$ cat config.mk
export PLATFORM = sky130hd
export DESIGN_NAME = ppq_ram
export DESIGN_NICKNAME = d
export VERILOG_FILES = /design/src/rtl/ppq_ram.sv
export SDC_FILE = /design/constraint.sdc
export NUM_CORES = 1
export LEC_CHECK = 0
export BUFFER_PORTS_ARGS = -buffer_cell sky130_fd_sc_hd__buf_4
export CAP_MARGIN = 20
export CORE_AREA = 2 2 65 52
export DETAILED_ROUTE_END_ITERATION = 12
export DIE_AREA = 0 0 67 54
export GPL_ROUTABILITY_DRIVEN = 0
export SLEW_MARGIN = 0
export SYNTH_ARGS = -nofsm -noshare
export SYNTH_HDL_FRONTEND = slang
export SYNTH_SLANG_ARGS = --single-unit
$ cat constraint.sdc
create_clock -name clk_i -period 2.2 [get_ports clk_i]
set_input_delay 0.22 -clock clk_i [delete_from_list [all_inputs] [get_ports clk_i]]
set_output_delay 0.22 -clock clk_i [all_outputs]
set_load 0.01 [all_outputs]
$ cat src/rtl/ppq_ram.sv
`default_nettype none
// ----------------------------------------------------------------------------
// ppq_ram
// Generic single-write, single-read RAM with a registered read port.
// ----------------------------------------------------------------------------
module ppq_ram #(
  parameter int unsigned WIDTH = 8,
  parameter int unsigned DEPTH = 2
) (
  input  wire logic                     clk_i,
  input  wire logic                     we_i,
  input  wire logic [$clog2(DEPTH)-1:0] waddr_i,
  input  wire logic [WIDTH-1:0]         wdata_i,
  input  wire logic                     re_i,
  input  wire logic [$clog2(DEPTH)-1:0] raddr_i,
  output logic      [WIDTH-1:0]         rdata_o
);

  logic [WIDTH-1:0] mem_q [DEPTH];

  always_ff @(posedge clk_i) begin
    if (we_i) begin
      mem_q[waddr_i] <= wdata_i;
    end
    if (re_i) begin
      rdata_o <= mem_q[raddr_i];
    end
  end

endmodule
`default_nettype wire
==> impl_metrics.env, run 1 <==
export IMPL_vias=374
export IMPL_ant_nets=0
export IMPL_hold_class="in -> reg"
export IMPL_worstPathCellList="buf_4"
export IMPL_async_reset_ff_share_pct=0
export IMPL_synth_area_sq_um=865
export IMPL_pwr_share_comb_pct=8.6
export IMPL_top_usage_layer="met2"
export IMPL_slowest_stage="edfxtp_1"
export IMPL_p_per_area_nw_per_um2=789
export IMPL_skew_ns=0.00218
export IMPL_pwr_share_clk_pct=28.2
export IMPL_worst_hold_path_num_cells=1
export IMPL_slowest_delay_ns=0.38
export IMPL_path_depth=1
export IMPL_critPathMaxFanout=1
export IMPL_critPathLaunchType="flip-flop"
export IMPL_die_h_microns=54
export IMPL_synth_area_per_cell_sq_um=24.7
export IMPL_cts_buffer_depth=2
export IMPL_routed_wl_microns=1060
export IMPL_grt_overflow=0
export IMPL_numCtsBuffers=3
export IMPL_p_switching_mw=0.156
export IMPL_clk_pin_slew_worst_paths_ns=0.07
export IMPL_n_antenna_cell=0
export IMPL_tns_ns=0
export IMPL_cts_tree="done"
export IMPL_area_delta_synth_final_pct=27.1
export IMPL_rsz0062_at_grt="false"
export IMPL_fin_total_pwr_mw=0.866
export IMPL_grt_pass1_vias=391
export IMPL_cts_sinks=24
export IMPL_yosysTopAreaCell="edfxtp_1"
export IMPL_rr_worst_depth=1
export IMPL_path_class="reg -> out"
export IMPL_grt_max_degree=14
export IMPL_final_hold_viol_count=0
export IMPL_p_int_mw=0.710
export IMPL_worstPathRequired_ns=1.98
export IMPL_status="finished clean"
export IMPL_start_util_pct=28.2
export IMPL_placeableCoreArea_sq_um=3060
export IMPL_wire_per_inst_microns=10.8
export IMPL_cts_max_level=1
export IMPL_cpLargestDelayFamily="flip-flops"
export IMPL_syn_nets=48
export IMPL_drv_cap=0
export IMPL_post_cts_setup_buffers=0
export IMPL_globalRouteMet2Util_pct=12.4
export IMPL_synth_ff_type="edfxtp_1"
export IMPL_use_met1_pct=7.17
export IMPL_cts_hold_buf=0
export IMPL_detail_route_vias_per_cell=3.82
export IMPL_synth_edff_count=24
export IMPL_yosysWarnings=0
export IMPL_netlist_top_cells_area="edfxtp_1 (83%), mux2_4 (14%), buf_6 (1.3%), and2_1 (0.72%), nor2b_1 (0.72%)"
export IMPL_synthTopCellsByCount="edfxtp_1 (24), mux2_4 (8), and2_1 (1), buf_6 (1), nor2b_1 (1)"
export IMPL_die_area_sq_um=3620
export IMPL_setup_viol=0
export IMPL_seqPwrFrac_pct=63.2
export IMPL_critPathBufInv=1
export IMPL_slew_headroom_pct=54.9
export IMPL_drive_above_1_share_pct=53.4
export IMPL_ir_worst_vdd_mv=0.518
export IMPL_synth_cell_types=5
export IMPL_arrival_ns=0.78
export IMPL_dpl_cell_area_sq_um=1050
export IMPL_io_pins=21
export IMPL_drc=0
export IMPL_port_buffers=20
export IMPL_fmax_ghz=0.998
export IMPL_synth_seq_cells=24
export IMPL_syn_inst=35
export IMPL_grt_use_met3_pct=4.39
export IMPL_post_cts_resized=0
export IMPL_period_needed_ns=1.00
export IMPL_switching_share_pct=18.0
export IMPL_maxSlewViolCount=0
export IMPL_grt_first_pass_wirelength_microns=1740
export IMPL_gr_usage_all_layers_pct=7.11
export IMPL_cts_root_buffer="clkbuf_8"
export IMPL_tightestPinTransition_ns=0.676
export IMPL_leakage_nw=0.418
export IMPL_cp_end_kind="output port"
export IMPL_drt_first_pass_iters=3
export IMPL_die_w_microns=67
export IMPL_finalCritPeriodShare_pct=45.6
export IMPL_std_cell_rows=18
export IMPL_clk_latency_ns=0.26
export IMPL_nets=72
export IMPL_synth_top_area_share_pct=83.4
export IMPL_synth_most_common_cell="edfxtp_1"
export IMPL_antenna_found_initial=0
export IMPL_synth_seq_area_share_pct=83.4
export IMPL_post_route_cell_area_sq_um=1100
export IMPL_first_iter_violations=6
[layout make-up]
| cell class | count | area [sq um] |
|---|---|---|
| fill | 307 | 1960 |
| sequential | 24 | 721 |
| timing repair buffer | 20 | 150 |
| multi-input combinational | 10 | 133 |
| tap | 40 | 50.0 |
| clock buffer | 3 | 41.3 |
| clock inverter | 1 | 3.75 |
[final timing paths]
kind	from	endpoint	slack (ns)
worst max-delay path	rdata_o[6]	rdata_o[6]	1.20
worst min-delay path	wdata_i[2]	mem_q[1][2]	0.14
worst max register to register	mem_q[0][0]	rdata_o[0]	1.31
worst min register to register	mem_q[1][1]	rdata_o[1]	0.55
[metrics by stage]
stage	setup slack [ns]	std cells	hold WS [ns]	util [%]
finish	1.20	98	0.143	35.9
global route	1.15	98	0.126	35.9
CTS	1.17	98	0.135	35.9
detailed placement	0.933	94	0.408	34.4
global placement	0.959	94	0.408	34.4
floorplan	1.19	35	0.319	-
[logic make-up (layout without fill, tap and decap cells)]
| kind of cell | Yosys count | in the layout | synth area share, % |
|---|---|---|---|
| buffers and inverters | 1 | 24 | 1.30 |
| AND/OR/NAND/NOR | 2 | 2 | 1.45 |
| multiplexers | 8 | 8 | 13.9 |
| flip-flops | 24 | 24 | 83.4 |
[placed cells by master (no fill, tap or decap)]
master	n
clkbuf_8	3
edfxtp_1	24
clkinv_1	1
buf_4	20
mux2_4	8
nor2b_1	1
and2_1	1
[flip-flops by register name, summed over array words and instances, names as in the netlist]
register,cells
mem_q,16
rdata_o,8
[power groups by stage]
stage               sequential, mW  clock [mW]  combinational (mW)
floorplan                    0.563           0              0.0313
global placement             0.557           0              0.0750
detailed placement           0.558           0              0.0760
CTS                          0.548       0.255              0.0762
global route                 0.551       0.277              0.0810
finish                       0.548       0.245              0.0743
[layer usage]
layer	part of all wire [%]	vias up
li1	-	183
met1	38	177
met2	55	14
met3	7.7	0
met4	0	0
met5	0	-
Power figures use the tool's default switching activity.
==> inputs of run 2 (changes only) <==
- clock period: 2.2 -> 0.9 ns (I/O delays scaled with it)
==> impl_metrics.env, run 2 (same netlist as run 1, synthesis figures left out) <==
export IMPL_status="finished clean"
export IMPL_detail_route_vias_per_cell=3.83
export IMPL_multi_input_area_sq_um=133
export IMPL_die_w_microns=67
export IMPL_cpLargestDelayFamily="flip-flops"
export IMPL_first_iter_violations=3
export IMPL_setup_viol=0
export IMPL_globalRouteMet2Util_pct=12.9
export IMPL_regArea_sq_um=721
export IMPL_maxSlewViolCount=0
export IMPL_skew_ns=0.00395
export IMPL_ant_nets=0
export IMPL_cts_tree="done"
export IMPL_critPathLaunchType="flip-flop"
export IMPL_rr_worst_depth=1
export IMPL_clk_pin_slew_worst_paths_ns=0.08
export IMPL_pwr_share_clk_pct=27.7
export IMPL_worstPathRequired_ns=0.91
export IMPL_area_delta_synth_final_pct=34.3
export IMPL_wire_per_inst_microns=11.1
export IMPL_final_hold_viol_count=0
export IMPL_port_buffers=20
export IMPL_arrival_ns=0.90
export IMPL_slowest_stage="edfxtp_1"
export IMPL_critPathMaxFanout=1
export IMPL_ir_worst_vdd_mv=1.16
export IMPL_routed_wl_microns=1140
export IMPL_p_per_area_nw_per_um2=1850
export IMPL_regMostFlops="mem_q"
export IMPL_period_needed_ns=0.887
export IMPL_die_h_microns=54
export IMPL_drt_first_pass_iters=2
export IMPL_path_class="reg -> reg"
export IMPL_cts_root_buffer="clkbuf_8"
export IMPL_seqPwrFrac_pct=62.6
export IMPL_n_antenna_cell=0
export IMPL_switching_share_pct=18.0
export IMPL_p_int_mw=1.76
export IMPL_hold_slack_ns=0.0165
export IMPL_grt_pass1_vias=418
export IMPL_fmax_ghz=1.13
export IMPL_std_cell_rows=18
export IMPL_final_cell_mix="edfxtp_1 (24), buf_4 (17), mux2_4 (8)"
export IMPL_final_common_cell="edfxtp_1"
export IMPL_fill_cells=308
export IMPL_start_util_pct=28.2
export IMPL_nets=77
export IMPL_finalCritPeriodShare_pct=98.6
export IMPL_leakage_nw=0.445
export IMPL_hold_class="in -> reg"
export IMPL_cts_max_level=1
export IMPL_cts_buffer_depth=2
export IMPL_post_cts_setup_buffers=0
export IMPL_path_depth=1
export IMPL_clk_latency_ns=0.25
export IMPL_rsz0062_at_grt="true"
export IMPL_drc=0
export IMPL_largest_reg_flops=16
export IMPL_cts_sinks=24
export IMPL_slowest_delay_ns=0.37
export IMPL_pwr_share_comb_pct=9.7
export IMPL_drv_cap=0
export IMPL_grt_max_degree=14
export IMPL_vias=394
export IMPL_fin_total_pwr_mw=2.14
export IMPL_placeableCoreArea_sq_um=3060
export IMPL_p_switching_mw=0.386
export IMPL_top_regs="mem_q x16, rdata_o x8"
export IMPL_numCtsBuffers=3
export IMPL_ff2ff_setup_slack_ns=0.01
export IMPL_use_met1_pct=7.28
export IMPL_antenna_found_initial=0
export IMPL_worst_hold_path_num_cells=1
export IMPL_io_pins=21
export IMPL_gr_usage_all_layers_pct=7.33
export IMPL_grt_overflow=0
export IMPL_cp_end_kind="flip-flop"
export IMPL_grt_first_pass_wirelength_microns=1800
export IMPL_slew_headroom_pct=73.9
export IMPL_layout_setup_ws_ns=0.0126
export IMPL_drive_above_1_share_pct=50.8
export IMPL_critPathBufInv=0
export IMPL_tightestPinTransition_ns=0.392
export IMPL_pre_cts_ws_ns=0.00129
export IMPL_grt_use_met3_pct=4.60
export IMPL_die_area_sq_um=3620
export IMPL_top_usage_layer="met2"
export IMPL_worstPathCellList="mux2_4"
[run 2: metrics by stage]
step / utilization [%] / cell area (sq um) / TNS, ns / instances
floorplan: - / 865 / 0 / 35
global placement: 34.6 / 1060 / 0 / 95
detailed placement: 34.6 / 1060 / 0 / 95
CTS: 36.1 / 1110 / 0 / 99
global route: 37.9 / 1160 / -0.0649 / 103
finish: 37.9 / 1160 / 0 / 103
[run 2: final timing paths]
check                                  from           to
worst max-delay path            mem_q[0][7]   rdata_o[7]
worst max register to register  mem_q[0][7]   rdata_o[7]
worst min-delay path             wdata_i[0]  mem_q[0][0]
worst min register to register  mem_q[1][5]   rdata_o[5]
[run 2: area by class of cell]
cell class              instances  area share (%)
repair buffers                 25            18.3
clock inverters                 1           0.323
well taps                      40            4.31
flip-flops and latches         24            62.1
clock buffers                   3            3.56
multi-input cells              10            11.4
[run 2: what timing repair did]
action	in CTS	in global routing
hold buffers	0	4
hold endpoints to repair	0	8
gates resized for setup	0	4
endpoints found under the setup margin	0	9
[run 2: power by group through the flow]
stage / Combinational (mW) / Sequential (mW) / Clock, mW
detailed placement: 0.190 / 1.37 / 0
global placement: 0.187 / 1.36 / 0
global route: 0.223 / 1.35 / 0.681
CTS: 0.191 / 1.34 / 0.623
floorplan: 0.0764 / 1.38 / 0
finish: 0.208 / 1.34 / 0.594
[run 2: routing by layer]
layer  vias up  part of all wire [%]
met1       189                    40
li1        191                     -
met2        14                    54
met5         -                     0
met3         0                   6.1
met4         0                     0
==> inputs of run 3 (changes only) <==
- BUFFER_PORTS_ARGS: -buffer_cell sky130_fd_sc_hd__buf_4 -> -buffer_cell sky130_fd_sc_hd__buf_2
==> impl_metrics.env, run 3 (same netlist as run 1, synthesis figures left out) <==
export IMPL_cts_tree="done"
export IMPL_ff2ff_setup_slack_ns=0.009
export IMPL_numCtsBuffers=3
export IMPL_grt_overflow=0
export IMPL_first_iter_violations=11
export IMPL_final_common_cell="edfxtp_1"
export IMPL_clk_latency_ns=0.26
export IMPL_start_util_pct=28.2
export IMPL_endpoint="rdata_o[6]"
export IMPL_finalCritPeriodShare_pct=99.0
export IMPL_utilization_pct=37.3
export IMPL_leakage_nw=0.444
export IMPL_ir_worst_vdd_mv=1.06
export IMPL_nets=78
export IMPL_antenna_found_initial=0
export IMPL_skew_ns=0.00142
export IMPL_p_per_area_nw_per_um2=2120
export IMPL_post_cts_setup_buffers=0
export IMPL_clk_pin_slew_worst_paths_ns=0.08
export IMPL_reg2reg_to="rdata_o[6]"
export IMPL_n_antenna_cell=0
export IMPL_drv_cap=0
export IMPL_period_needed_ns=0.891
export IMPL_cts_sinks=24
export IMPL_setup_viol=0
export IMPL_largest_reg_flops=16
export IMPL_path_depth=1
export IMPL_area_delta_synth_final_pct=32.1
export IMPL_dp_cells=96
export IMPL_cts_buffer_depth=2
export IMPL_grt_pass1_vias=395
export IMPL_grt_max_degree=15
export IMPL_critPathLaunchType="flip-flop"
export IMPL_worstPathCellList="mux2_4"
export IMPL_tightestPinTransition_ns=0.259
export IMPL_crit_start="mem_q[0][6]"
export IMPL_cts_root_buffer="clkbuf_8"
export IMPL_fmax_ghz=1.12
export IMPL_fin_total_pwr_mw=2.43
export IMPL_ant_nets=0
export IMPL_slew_headroom_pct=82.7
export IMPL_cpLargestDelayFamily="flip-flops"
export IMPL_cp_end_kind="flip-flop"
export IMPL_critPathMaxFanout=1
export IMPL_final_hold_viol_count=0
export IMPL_maxSlewViolCount=0
export IMPL_status="finished clean"
export IMPL_detail_route_vias_per_cell=3.74
export IMPL_critPathBufInv=0
export IMPL_tns_ns=0
export IMPL_arrival_ns=0.91
export IMPL_wire_per_inst_microns=10.5
export IMPL_die_area_sq_um=3620
export IMPL_r2r_start="mem_q[0][6]"
export IMPL_slowest_delay_ns=0.37
export IMPL_vias=389
export IMPL_rsz0062_at_grt="true"
export IMPL_slowest_stage="edfxtp_1"
export IMPL_drc=0
export IMPL_drt_first_pass_iters=2
export IMPL_port_buffers=20
export IMPL_final_cell_mix="edfxtp_1 (24), buf_2 (20), mux2_4 (8)"
export IMPL_fill_cells=291
export IMPL_cts_max_level=1
export IMPL_io_pins=21
export IMPL_die_w_microns=67
export IMPL_die_h_microns=54
export IMPL_rr_worst_depth=1
export IMPL_std_cell_rows=18
export IMPL_grt_first_pass_wirelength_microns=1700
export IMPL_regMostFlops="mem_q"
export IMPL_path_class="reg -> reg"
export IMPL_routed_wl_microns=1090
export IMPL_top_regs="mem_q x16, rdata_o x8"
export IMPL_hold_class="in -> reg"
export IMPL_final_cells=104
export IMPL_worstPathRequired_ns=0.92
export IMPL_gr_usage_all_layers_pct=7.20
export IMPL_drive_above_1_share_pct=53.1
export IMPL_placeableCoreArea_sq_um=3060
run 3: worst min-delay path by stage:
| stage | from | to | slack, ns | cells past startpoint |
|---|---|---|---|---|
| global route | wdata_i[6] | mem_q[0][6] | 0.001 | 1 |
| floorplan | wdata_i[0] | mem_q[0][0] | 0.19 | 0 |
| CTS | wdata_i[6] | mem_q[1][6] | 0.003 | 1 |
| finish | wdata_i[5] | mem_q[1][5] | 0.01 | 1 |
| detailed placement | wdata_i[0] | mem_q[1][0] | 0.28 | 1 |
| global placement | wdata_i[2] | mem_q[1][2] | 0.28 | 1 |
run 3: stage by stage:
| stage | setup WS [ns] | hold slack, ns | instance area, sq um |
|---|---|---|---|
| after floorplan | 0.0166 | 0.189 | 865 |
| after global placement | -0.0326 | 0.278 | 1030 |
| after detailed placement | -0.0294 | 0.281 | 1030 |
| after CTS | 0.00373 | 0.00305 | 1130 |
| after global routing | -0.0257 | 0.00145 | 1140 |
| final | 0.00922 | 0.0143 | 1140 |
run 3: per-layer routing:
layer | share of wire [%] | wire length, microns | up-vias | track usage [%]
met5 | 0 | 0 | - | 0
met4 | 0 | 0 | 0 | 4.08
met3 | 7.2 | 78 | 0 | 4.39
met2 | 53 | 581 | 16 | 12.5
met1 | 39 | 427 | 178 | 6.52
li1 | - | - | 195 | -
run 3: what timing repair did:
action | in CTS | in global routing
hold buffers | 3 | 1
resized for setup | 0 | 0
endpoints found under the setup margin | 0 | 6
hold endpoints to repair | 6 | 2
run 3: power breakdown:
part / switching [mW] / internal, mW / leakage, nW
registers: 0.0169 / 1.32 / 0.228
clock network: 0.315 / 0.594 / 0.0357
logic: 0.0742 / 0.108 / 0.180
total: 0.406 / 2.02 / 0.444
run 3: layout make-up:
cell class              instances  area, sq um  share of cell area [%]
clock buffers                   3         41.3                    3.61
clock inverters                 1         30.0                    2.63
multi-input cells              10          133                    11.6
flip-flops and latches         24          721                    63.1
well taps                      40         50.0                    4.38
repair buffers                 26          168                    14.7
